**src/rtl/core/lrs_pkg.sv**
```systemverilog
// ============================================================================
// lrs_pkg - shared types and constants for the line raster stepper
// Coordinate, delta and error types, the queued work item, and register codes.
// ============================================================================
package lrs_pkg;

    localparam int COORD_BITS  = 12;
    localparam int ERR_BITS    = COORD_BITS + 2;
    localparam int SCREEN_BITS = 11;
    localparam int CMP_BITS    = (COORD_BITS > SCREEN_BITS) ? COORD_BITS : SCREEN_BITS;

    localparam int QUEUE_DEPTH = 2;
    localparam int QPTR_BITS   = (QUEUE_DEPTH > 1) ? $clog2(QUEUE_DEPTH) : 1;
    localparam int QCNT_BITS   = $clog2(QUEUE_DEPTH + 1);

    localparam int CFG_INDEX_BITS = 2;

    typedef logic signed [COORD_BITS-1:0] coord_t;
    typedef logic        [COORD_BITS-1:0] mag_t;
    typedef logic signed [ERR_BITS-1:0]   err_t;
    typedef logic        [SCREEN_BITS-1:0] screen_t;
    typedef logic        [CFG_INDEX_BITS-1:0] cfg_index_t;

    // register indexes of the config port
    localparam cfg_index_t REG_SCREEN_WIDTH  = CFG_INDEX_BITS'(0);
    localparam cfg_index_t REG_SCREEN_HEIGHT = CFG_INDEX_BITS'(1);

    localparam screen_t SCREEN_WIDTH_RESET  = SCREEN_BITS'(144);
    localparam screen_t SCREEN_HEIGHT_RESET = SCREEN_BITS'(196);

    // input action codes
    localparam logic ACTION_START = 1'b0;
    localparam logic ACTION_STEP  = 1'b1;

    // one classified beat, as handed from front to back
    typedef struct packed {
        logic   is_step;
        coord_t start_x;
        coord_t start_y;
        coord_t end_x;
        coord_t end_y;
        mag_t   delta_x;
        mag_t   delta_y;
        logic   dir_x_negative;
        logic   dir_y_negative;
        err_t   error_init;
    } lrs_item_t;

    typedef struct packed {
        logic      push;
        lrs_item_t item;
    } lrs_push_t;

    typedef struct packed {
        logic not_empty;
        logic full;
    } lrs_q_status_t;

endpackage

```
**src/rtl/core/lrs_front.sv**
```systemverilog
// ============================================================================
// lrs_front - input classification and line setup
// Decodes the action and, for a start beat, works out deltas, step
// directions and the initial error term before the beat is queued.
// ============================================================================
module lrs_front
    import lrs_pkg::*;
(
    input  logic      in_valid,
    output logic      in_stall,
    input  logic      action,
    input  coord_t    start_x,
    input  coord_t    start_y,
    input  coord_t    end_x,
    input  coord_t    end_y,
    input  logic      q_full,
    output lrs_push_t push_o
);

    logic signed [COORD_BITS:0] diff_x;
    logic signed [COORD_BITS:0] diff_y;
    mag_t dx;
    mag_t dy;

    assign in_stall = q_full;

    always_comb
    begin
        diff_x = $signed({end_x[COORD_BITS-1], end_x}) - $signed({start_x[COORD_BITS-1], start_x});
        diff_y = $signed({end_y[COORD_BITS-1], end_y}) - $signed({start_y[COORD_BITS-1], start_y});
        dx = diff_x[COORD_BITS] ? COORD_BITS'(-diff_x) : COORD_BITS'(diff_x);
        dy = diff_y[COORD_BITS] ? COORD_BITS'(-diff_y) : COORD_BITS'(diff_y);

        push_o.push                = in_valid && !q_full;
        push_o.item.is_step        = (action == ACTION_STEP);
        push_o.item.start_x        = start_x;
        push_o.item.start_y        = start_y;
        push_o.item.end_x          = end_x;
        push_o.item.end_y          = end_y;
        push_o.item.delta_x        = dx;
        push_o.item.delta_y        = dy;
        // negative unless start lies strictly below end
        push_o.item.dir_x_negative = diff_x[COORD_BITS] || (diff_x == '0);
        push_o.item.dir_y_negative = diff_y[COORD_BITS] || (diff_y == '0);
        // halve toward zero: shift the magnitude, then apply the sign
        if (dx > dy)
        begin
            push_o.item.error_init = $signed({2'b00, dx >> 1});
        end
        else
        begin
            push_o.item.error_init = -$signed({2'b00, dy >> 1});
        end
    end

endmodule

```
**src/rtl/core/lrs_queue.sv**
```systemverilog
// ============================================================================
// lrs_queue - short work queue between front and back
// Small register FIFO; full and empty come straight from the fill count.
// ============================================================================
module lrs_queue
    import lrs_pkg::*;
(
    input  logic          clk,
    input  logic          rst_n,
    input  lrs_push_t     push_i,
    input  logic          pop,
    output lrs_item_t     head,
    output lrs_q_status_t status
);

    lrs_item_t entries [QUEUE_DEPTH];
    logic [QPTR_BITS-1:0] wr_ptr_reg, wr_ptr_next;
    logic [QPTR_BITS-1:0] rd_ptr_reg, rd_ptr_next;
    logic [QCNT_BITS-1:0] count_reg, count_next;
    logic do_push;
    logic do_pop;

    assign status.not_empty = (count_reg != '0);
    assign status.full      = (count_reg == QCNT_BITS'(QUEUE_DEPTH));
    assign head             = entries[rd_ptr_reg];

    always_comb
    begin
        do_push     = push_i.push && !status.full;
        do_pop      = pop && status.not_empty;
        wr_ptr_next = wr_ptr_reg;
        rd_ptr_next = rd_ptr_reg;
        count_next  = count_reg;
        if (do_push)
        begin
            wr_ptr_next = (wr_ptr_reg == QPTR_BITS'(QUEUE_DEPTH - 1)) ? '0
                        : wr_ptr_reg + QPTR_BITS'(1);
        end
        if (do_pop)
        begin
            rd_ptr_next = (rd_ptr_reg == QPTR_BITS'(QUEUE_DEPTH - 1)) ? '0
                        : rd_ptr_reg + QPTR_BITS'(1);
        end
        if (do_push && !do_pop)
        begin
            count_next = count_reg + QCNT_BITS'(1);
        end
        else if (do_pop && !do_push)
        begin
            count_next = count_reg - QCNT_BITS'(1);
        end
    end

    always_ff @(posedge clk or negedge rst_n)
    begin
        if (!rst_n)
        begin
            wr_ptr_reg <= '0;
            rd_ptr_reg <= '0;
            count_reg  <= '0;
        end
        else
        begin
            wr_ptr_reg <= wr_ptr_next;
            rd_ptr_reg <= rd_ptr_next;
            count_reg  <= count_next;
        end
    end

    always_ff @(posedge clk)
    begin
        if (do_push)
        begin
            entries[wr_ptr_reg] <= push_i.item;
        end
    end

endmodule

```
**src/rtl/core/lrs_back.sv**
```systemverilog
// ============================================================================
// lrs_back - line state and pixel stepping
// Holds the active line, applies the two-test error update per step beat
// and registers one result per beat with clipping and endpoint flags.
// ============================================================================
module lrs_back
    import lrs_pkg::*;
(
    input  logic          clk,
    input  logic          rst_n,
    input  lrs_item_t     head,
    input  lrs_q_status_t q_status,
    output logic          pop,
    input  screen_t       screen_width,
    input  screen_t       screen_height,
    output logic          out_valid,
    input  logic          out_stall,
    output coord_t        pixel_x,
    output coord_t        pixel_y,
    output logic          on_screen,
    output logic          final_pixel,
    output logic          produced
);

    // line state
    logic   active_reg, active_next;
    coord_t cur_x_reg, cur_x_next;
    coord_t cur_y_reg, cur_y_next;
    coord_t goal_x_reg, goal_x_next;
    coord_t goal_y_reg, goal_y_next;
    mag_t   dx_reg, dx_next;
    mag_t   dy_reg, dy_next;
    logic   dxn_reg, dxn_next;
    logic   dyn_reg, dyn_next;
    err_t   err_reg, err_next;

    // result register
    logic   out_valid_reg, out_valid_next;
    coord_t px_reg, px_next;
    coord_t py_reg, py_next;
    logic   on_reg, on_next;
    logic   fin_reg, fin_next;
    logic   prod_reg, prod_next;

    logic   advance;
    err_t   neg_dx;
    err_t   pos_dx;
    err_t   pos_dy;
    logic   take_x;
    logic   take_y;
    logic   hit_goal;
    logic   in_window;
    logic [CMP_BITS-1:0] x_u;
    logic [CMP_BITS-1:0] y_u;

    assign advance = q_status.not_empty && (!out_valid_reg || !out_stall);
    assign pop     = advance;

    always_comb
    begin
        active_next    = active_reg;
        cur_x_next     = cur_x_reg;
        cur_y_next     = cur_y_reg;
        goal_x_next    = goal_x_reg;
        goal_y_next    = goal_y_reg;
        dx_next        = dx_reg;
        dy_next        = dy_reg;
        dxn_next       = dxn_reg;
        dyn_next       = dyn_reg;
        err_next       = err_reg;
        out_valid_next = out_valid_reg && out_stall;
        px_next        = px_reg;
        py_next        = py_reg;
        on_next        = on_reg;
        fin_next       = fin_reg;
        prod_next      = prod_reg;

        neg_dx = -$signed({2'b00, dx_reg});
        pos_dx = $signed({2'b00, dx_reg});
        pos_dy = $signed({2'b00, dy_reg});
        take_x = (err_reg > neg_dx);
        take_y = (err_reg < pos_dy);

        if (!head.is_step)
        begin
            cur_x_next  = head.start_x;
            cur_y_next  = head.start_y;
            goal_x_next = head.end_x;
            goal_y_next = head.end_y;
            dx_next     = head.delta_x;
            dy_next     = head.delta_y;
            dxn_next    = head.dir_x_negative;
            dyn_next    = head.dir_y_negative;
            err_next    = head.error_init;
        end
        else if (active_reg)
        begin
            err_next = err_reg - (take_x ? pos_dy : ERR_BITS'(0))
                               + (take_y ? pos_dx : ERR_BITS'(0));
            if (take_x)
            begin
                cur_x_next = dxn_reg ? cur_x_reg - COORD_BITS'(1) : cur_x_reg + COORD_BITS'(1);
            end
            if (take_y)
            begin
                cur_y_next = dyn_reg ? cur_y_reg - COORD_BITS'(1) : cur_y_reg + COORD_BITS'(1);
            end
        end

        // flags on the pixel about to be emitted
        x_u       = CMP_BITS'($unsigned(cur_x_next));
        y_u       = CMP_BITS'($unsigned(cur_y_next));
        hit_goal  = (cur_x_next == goal_x_next) && (cur_y_next == goal_y_next);
        in_window = !cur_x_next[COORD_BITS-1] && (x_u < CMP_BITS'(screen_width))
                 && !cur_y_next[COORD_BITS-1] && (y_u < CMP_BITS'(screen_height));

        if (advance)
        begin
            out_valid_next = 1'b1;
            if (head.is_step && !active_reg)
            begin
                px_next   = '0;
                py_next   = '0;
                on_next   = 1'b0;
                fin_next  = 1'b0;
                prod_next = 1'b0;
            end
            else
            begin
                px_next     = cur_x_next;
                py_next     = cur_y_next;
                on_next     = in_window;
                fin_next    = hit_goal;
                prod_next   = 1'b1;
                active_next = !hit_goal;
            end
        end
    end

    always_ff @(posedge clk or negedge rst_n)
    begin
        if (!rst_n)
        begin
            active_reg    <= 1'b0;
            cur_x_reg     <= '0;
            cur_y_reg     <= '0;
            goal_x_reg    <= '0;
            goal_y_reg    <= '0;
            dx_reg        <= '0;
            dy_reg        <= '0;
            dxn_reg       <= 1'b0;
            dyn_reg       <= 1'b0;
            err_reg       <= '0;
            out_valid_reg <= 1'b0;
        end
        else
        begin
            out_valid_reg <= out_valid_next;
            if (advance)
            begin
                active_reg <= active_next;
                cur_x_reg  <= cur_x_next;
                cur_y_reg  <= cur_y_next;
                goal_x_reg <= goal_x_next;
                goal_y_reg <= goal_y_next;
                dx_reg     <= dx_next;
                dy_reg     <= dy_next;
                dxn_reg    <= dxn_next;
                dyn_reg    <= dyn_next;
                err_reg    <= err_next;
            end
        end
    end

    always_ff @(posedge clk)
    begin
        px_reg   <= px_next;
        py_reg   <= py_next;
        on_reg   <= on_next;
        fin_reg  <= fin_next;
        prod_reg <= prod_next;
    end

    assign out_valid   = out_valid_reg;
    assign pixel_x     = px_reg;
    assign pixel_y     = py_reg;
    assign on_screen   = on_reg;
    assign final_pixel = fin_reg;
    assign produced    = prod_reg;

endmodule

```
**src/rtl/core/line_raster_stepper_top.sv**
```systemverilog
// ============================================================================
// line_raster_stepper_top - Bresenham line stepper with screen clipping
// Path: an input beat is queued, then registered as a result beat by the back.
// Throughput: one beat per unstalled cycle, set by the error update loop.
// Reset: async active low; no line active, screen 144 x 196, queue empty.
// Config writes are taken every cycle (cfg_ready is always high).
// ============================================================================
//
// Structure:
//   lrs_front  - decodes action, computes |delta|, directions, initial error
//   lrs_queue  - two-entry FIFO; in_stall rises only when it fills, which
//                happens only while the result side holds stall
//   lrs_back   - owns the line state; pops one beat per cycle whenever the
//                result register is empty or being drained
//
// The screen size registers live here and feed the clip compare in the back.
// A write to an index outside the register list is accepted and dropped.
module line_raster_stepper_top
    import lrs_pkg::*;
(
    input  logic       clk,
    input  logic       rst_n,

    // input channel
    input  logic       in_valid,
    output logic       in_stall,
    input  logic       action,
    input  coord_t     start_x,
    input  coord_t     start_y,
    input  coord_t     end_x,
    input  coord_t     end_y,

    // result channel
    output logic       out_valid,
    input  logic       out_stall,
    output coord_t     pixel_x,
    output coord_t     pixel_y,
    output logic       on_screen,
    output logic       final_pixel,
    output logic       produced,

    // config write channel
    input  logic       cfg_valid,
    output logic       cfg_ready,
    input  cfg_index_t cfg_index,
    input  screen_t    cfg_data
);

    screen_t       width_reg, width_next;
    screen_t       height_reg, height_next;
    lrs_push_t     push;
    lrs_item_t     head;
    lrs_q_status_t q_status;
    logic          pop;

    assign cfg_ready = 1'b1;

    // register file decode
    always_comb
    begin
        width_next  = width_reg;
        height_next = height_reg;
        if (cfg_valid && cfg_ready)
        begin
            case (cfg_index)
                REG_SCREEN_WIDTH:  width_next  = cfg_data;
                REG_SCREEN_HEIGHT: height_next = cfg_data;
                default:           ;
            endcase
        end
    end

    always_ff @(posedge clk or negedge rst_n)
    begin
        if (!rst_n)
        begin
            width_reg  <= SCREEN_WIDTH_RESET;
            height_reg <= SCREEN_HEIGHT_RESET;
        end
        else
        begin
            width_reg  <= width_next;
            height_reg <= height_next;
        end
    end

    lrs_front u_front
    (
        .in_valid (in_valid),
        .in_stall (in_stall),
        .action   (action),
        .start_x  (start_x),
        .start_y  (start_y),
        .end_x    (end_x),
        .end_y    (end_y),
        .q_full   (q_status.full),
        .push_o   (push)
    );

    lrs_queue u_queue
    (
        .clk    (clk),
        .rst_n  (rst_n),
        .push_i (push),
        .pop    (pop),
        .head   (head),
        .status (q_status)
    );

    lrs_back u_back
    (
        .clk           (clk),
        .rst_n         (rst_n),
        .head          (head),
        .q_status      (q_status),
        .pop           (pop),
        .screen_width  (width_reg),
        .screen_height (height_reg),
        .out_valid     (out_valid),
        .out_stall     (out_stall),
        .pixel_x       (pixel_x),
        .pixel_y       (pixel_y),
        .on_screen     (on_screen),
        .final_pixel   (final_pixel),
        .produced      (produced)
    );

endmodule

```
**config.mk**
```make
export PLATFORM = sky130hd
export DESIGN_NAME = line_raster_stepper_top
export DESIGN_NICKNAME = d
export VERILOG_FILES = /design/src/rtl/core/lrs_pkg.sv /design/src/rtl/core/lrs_front.sv /design/src/rtl/core/lrs_queue.sv /design/src/rtl/core/lrs_back.sv /design/src/rtl/core/line_raster_stepper_top.sv
export SDC_FILE = /design/constraint.sdc
export NUM_CORES = 1
export LEC_CHECK = 0
export BUFFER_PORTS_ARGS = -buffer_cell sky130_fd_sc_hd__clkbuf_2
export CAP_MARGIN = 5
export CORE_UTILIZATION = 60
export CTS_CLUSTER_DIAMETER = 60
export DETAILED_ROUTE_END_ITERATION = 8
export HOLD_SLACK_MARGIN = 0.02
export PLACE_DENSITY_LB_ADDON = 0.15
export SETUP_SLACK_MARGIN = 0.2
export SYNTH_ARGS = -nofsm -noshare
export SYNTH_HDL_FRONTEND = slang
export SYNTH_SLANG_ARGS = --single-unit
```
**constraint.sdc**
```tcl
create_clock -name clk -period 8 [get_ports clk]
set_input_delay 0.4 -clock clk [delete_from_list [all_inputs] [get_ports clk]]
set_output_delay 0.4 -clock clk [all_outputs]
set_load 0.01 [all_outputs]
```
Yosys cells after proc, flatten, opt, wreduce, memory -nomap -nowiden. Memory sizes are Yosys's and may differ from the RTL's. Cells that the tools add are included.

Add/subtract/negate cells: 16. $lt $le $gt $ge: 5. Eq/ne operators: 5. Multiplexer cells: 25. Bitwise gates (word level): 2. Reductions and logical operators: 34.

Operators with widths (number): 2-to-1 mux 12 bit (14); 2-to-1 mux 14 bit (3); zero test 13 bit (2); subtractor 12 x 12 -> 13 bit (2); adder 12 x 2 -> 12 bit (second input constant) (2); equality test 12 bit (2); less-than comparator 12 x 11 -> 1 bit (2); negation 12 bit (2); subtractor 12 x 2 -> 12 bit (second input constant) (2); adder 14 bit (1); greater-than comparator 14 bit (1); less-than comparator 14 x 13 -> 1 bit (1); negation 11 -> 14 bit (1); negation 12 -> 14 bit (1); subtractor 14 bit (1); greater-than comparator 12 bit (1); logical AND 1 bit (12); AND reduction 2 bit (5); zero test 1 bit (9); 2-to-1 mux 1 bit (6); 2-to-1 mux 2 bit (2); nonzero test 2 bit (2); logical OR 1 bit (3); adder 1 bit (second input constant) (2); other kinds (7) (8).

Bits in registers: 143. Memory bits (writable): 178. Bits of input ports: 67. Logic and storage cells: 109. Memories kept: 1.

Memory list: u_queue.entries (depth 2, width 89, read ports 1, clocked after Yosys merged registers in 0, wr ports 1, RTL line lrs_queue.sv:16) `lrs_item_t entries [QUEUE_DEPTH];`.

Logic depth before layout (Yosys ltp).
Depth in word-level cells: 9. Depth in mapped cells: 29.

Cells and area by module. From an unflattened synthesis, not the netlist that was laid out.

Cells, all modules: 1768. Area, all modules: 19899.1 µm².

Modules (own cells, without submodules): lrs_back (times used 1, cells each 1026, area an instance 9146.3 µm², seq. area each 3062.9 µm²); lrs_queue (times used 1, cells each 296, area an instance 7073.0 µm², seq. area each 5445.2 µm²); lrs_front (times used 1, cells each 396, area an instance 2825.2 µm², seq. area each 0.0 µm²); line_raster_stepper_top (times used 1, cells each 50, area an instance 854.6 µm², seq. area each 556.8 µm²).

Worst setup path after synthesis. No wires, ideal clock.

Kind: register to register. Start point: register u_back.dx_reg[3]. End point: register u_back.err_reg[12]. Arrival: 5781 ps. Required time: 7867 ps. Setup slack: 2086 ps. Cell stages (with the launch flop): 29. Buffers on the path: 1. Cells stage by stage: dfrtp_1 > nor4_1 > nand2_1 > or2_2 > o31ai_1 > o21ai_0 > ha_1 > nand4_1 > or2_1 > a21oi_1 > or2_2 > nor3_1 > o22a_1 > clkbuf_1 > nor2_1 > fa_1 > inv_1 > ha_1 > nor2b_1 > o21ai_0 > a21boi_0 > o21ai_0 > a21boi_0 > o21ai_0 > nand2b_1 > a311oi_1 > or4_1 > a311oi_1 > a21oi_1.

Longest elaborated chain between the ends: 7. Elaborated cells between the ends (all ways): 8. Classes of those cells: add/sub (3); order compare (1); mux (4).

RTL lines: start: declaration (RTL line lrs_back.sv:31) `mag_t dx_reg, dx_next;`; start signal: assignment (RTL line lrs_back.sv:166) `dx_reg <= dx_next;`; negation 12 -> 14 bit (RTL line lrs_back.sv:78) `neg_dx = -$signed({2'b00, dx_reg});`; greater-than comparator 14 bit (RTL line lrs_back.sv:81) `take_x = (err_reg > neg_dx);`; 2-to-1 mux 12 bit (RTL line lrs_back.sv:98) `err_next = err_reg - (take_x ? pos_dy : ERR_BITS'(0))`; subtractor 14 bit (RTL line lrs_back.sv:98); adder 14 bit (*) (RTL line lrs_back.sv:99) `+ (take_y ? pos_dx : ERR_BITS'(0));`; 2-to-1 mux 14 bit (*) (RTL line lrs_back.sv:96) `else if (active_reg)`; 2-to-1 mux 14 bit (*) (RTL line lrs_back.sv:84) `if (!head.is_step)`; end signal: assignment (RTL line lrs_back.sv:170) `err_reg <= err_next;`; end: declaration (RTL line lrs_back.sv:35) `err_t err_reg, err_next;`.

Mark *: on every way between the ends. The rest lies on a longest branch, timed or not. The select of a mux whose other input is x is not followed. A chain may end at the register's enable or synchronous reset.

Worst setup path after layout. Same ends and word-level chain as after synthesis.

==> flow_metrics.env <==
export IMPL_h_tree_depth=2
export IMPL_finalCriticalPeriod_ns=6.78
export IMPL_via_per_inst=6.01
export IMPL_final_common_cell="edfxtp_1"
export IMPL_syn_cell_area_mm2=0.0191
export IMPL_antenna_left=0
export IMPL_cts_resized=0
export IMPL_nNetsFinal=2121
export IMPL_place_congestion=0.954
export IMPL_rsz0062_at_grt="no"
export IMPL_crit_type="reg2reg"
export IMPL_wl_per_cell_um=20.1
export IMPL_cts_sinks=321
export IMPL_cp_max_fo=13
export IMPL_largest_reg_flops=178
export IMPL_core_area_mm2=0.0315
export IMPL_synth_edf_count=205
export IMPL_drive_gt1_share_pct=12.2
export IMPL_layout_common_cells="edfxtp_1, inv_1, nor2_1"
export IMPL_yosysWarnings=0
export IMPL_ys_types=86
export IMPL_timing_final_crit_share_pct=84.8
export IMPL_clockRootBuffer="clkbuf_16"
export IMPL_tightest_slew_ns=1.12
export IMPL_seqCellArea_mm2=0.00907
export IMPL_cp_common_cell="o21ai_0"
export IMPL_ys_ff_latch=321
export IMPL_overflow=0
export IMPL_clock_latency_ns=0.54
export IMPL_max_stage_delay_ns=0.53
export IMPL_grt_use_total_pct=29.3
export IMPL_yosys_area_share_adder_pct=9.59
export IMPL_cpMaxStageDelayCell="o22a_1"
export IMPL_first_pass_iters=5
export IMPL_maxCapViolations=0
export IMPL_synth_cells=1828
export IMPL_async_flop_share_pct=36.1
export IMPL_synth_simple_area_share_pct=11.1
export IMPL_cts_setup_buffers=0
export IMPL_outcome="finished clean"
export IMPL_die_area_mm2=0.0326
export IMPL_hold_path_class="in2reg"
export IMPL_max_freq_mhz=147
export IMPL_relSlewSlack_pct=25.1
export IMPL_min_from="action"
export IMPL_place_detailed_hpwl_um=35200
export IMPL_yosysSeqAreaShare_pct=47.4
export IMPL_area_growth_pct=11.3
export IMPL_placed_cell_area_mm2=0.0200
export IMPL_setup_tns_ns=0
export IMPL_die_x_um=181
export IMPL_initial_core_util_pct=60.8
export IMPL_grt_max_degree=101
export IMPL_endpoint_kind="flop"
export IMPL_setup_viol=0
export IMPL_multi_input_area_mm2=0.00920
export IMPL_diodes=0
export IMPL_synth_compound_area_share_pct=14.3
export IMPL_grt_pass1_wl_um=73600
export IMPL_rows=65
export IMPL_dpl_cell_count=2277
export IMPL_synthMuxAreaShare_pct=6.44
export IMPL_vias=14114
export IMPL_route_detailed_drc=0
export IMPL_drt_total_wl_um=47200
export IMPL_crit_start="u_back.dx_reg[3]$_DFFE_PN0P_"
export IMPL_holdBufCountCts=1
export IMPL_maxSlewViolCount=0
export IMPL_fp_dieH_um=181
export IMPL_fin_skew_ns=0.0279
export IMPL_io_buffers=95
export IMPL_ys_flop_type="edfxtp_1"
export IMPL_fin_cells=2350
export IMPL_critPathRequiredTime_ns=8.39
export IMPL_synth_xor_area_share_pct=6.36
export IMPL_fillers=2404
export IMPL_syn_area_per_cell_um2=10.5
export IMPL_whs_ns=0.0577
export IMPL_cts_tree="done"
export IMPL_grt_pass1_vias=13601
export IMPL_cp_arrival_ns=7.17
export IMPL_clockBufferDepth=3
export IMPL_syn_num_nets=2032
export IMPL_hold_viol_final=0
export IMPL_grt_antenna_before_repair=0
export IMPL_r2r_start="u_back.dx_reg[3]$_DFFE_PN0P_"
export IMPL_final_area_mm2=0.0213
export IMPL_clk_pin_slew_ns=0.06
export IMPL_cts_buffers=39
export IMPL_crit_path_start_kind="flop"
export IMPL_ioPinCount=97
export IMPL_drt_iter0_drc=1052
export IMPL_synth_top_family_by_area="compound AO/OA/AOI/OAI gates"
[worst max-delay path: cells and delay by family, from the launching register on]
family                   cells  cell delay [ns]
AO/OA/AOI/OAI               12             2.33
adder cells (fa/ha/maj)      3             1.30
flip-flops                   1             0.42
AND/OR/NAND/NOR             11             2.58
[path summary, 6_finish.rpt]
path / endpoint / slack, ns / cells past startpoint
max reg2reg: u_back.err_reg[12]$_DFFE_PN0P_ / 1.22 / 26
min reg2reg: height_reg[0]$_DFFE_PN0P_ / 0.50 / 1
max in group asynchronous: u_back.dy_reg[1]$_DFFE_PN0P_ / 6.18 / 3
min in group asynchronous: width_reg[8]$_DFFE_PN0P_ / 0.44 / 2
max: u_back.err_reg[12]$_DFFE_PN0P_ / 1.22 / 26
min: u_queue.entries[0][88]$_DFFE_PP_ / 0.06 / 1
[stage by stage]
stage,worst slack [ns],util (%)
5_1_grt,0.629,67.6
2_1_floorplan,2.09,-
4_1_cts,1.33,67.6
3_3_place_gp,1.51,63.6
6_report,1.22,67.6
3_5_place_dp,1.36,63.6
[cells by family (layout without fill, tap and decap cells)]
family / count (synthesis) / in the layout
adder cells (fa/ha/maj): 137 / 137
XOR/XNOR: 139 / 139
AND/OR/NAND/NOR: 458 / 458
flip-flops: 321 / 321
buffers and inverters: 236 / 356
other: 1 / 1
AO/OA/AOI/OAI: 417 / 417
multiplexers: 119 / 119
[synth_stat cells, drive strengths merged, types with 5 or more instances]
cell type,instances,share of area [%]
a2111oi,8,0.47
a211oi,24,0.99
a21boi,7,0.27
a21o,26,1.0
a21oi,122,3.2
a311oi,7,0.35
a31oi,13,0.43
a41oi,5,0.23
and2,15,0.49
and3,9,0.29
buf,16,0.48
clkbuf,47,0.92
dfrtp,111,15
dfstp,5,0.69
edfxtp,205,32
fa,16,1.7
ha,121,7.9
inv,172,3.4
mux2,33,1.9
mux2i,86,4.5
nand2,124,2.4
nand2b,7,0.23
nand3,27,0.71
nand4,15,0.49
nor2,161,3.2
nor2b,25,0.82
nor3,27,0.71
nor3b,7,0.27
nor4,12,0.49
o2111ai,5,0.23
o211ai,12,0.47
o21a,9,0.35
o21ai,104,2.7
o21bai,9,0.35
o31a,6,0.27
o31ai,8,0.31
or2,10,0.33
or3,7,0.23
xnor2,86,3.9
xor2,53,2.4
[area by class of cell]
class / count / area share [%]
clock inverters: 20 / 0.917
inverters: 173 / 3.05
multi-input cells: 1271 / 43.2
repair buffers: 111 / 2.82
flip-flops and latches: 321 / 42.6
clock buffers: 52 / 5.05
well taps: 402 / 2.36
[metal layers]
| metal | track usage (%) | wire length (um) |
|---|---|---|
| met1 | 41.9 | 21300 |
| met2 | 46.0 | 21300 |
| met3 | 4.91 | 3480 |
| met4 | 8.79 | 1180 |
| met5 | 0 | 0 |
Power is not shown: default switching activity piles up to over one toggle a cycle in this logic, so the estimate is an artifact.
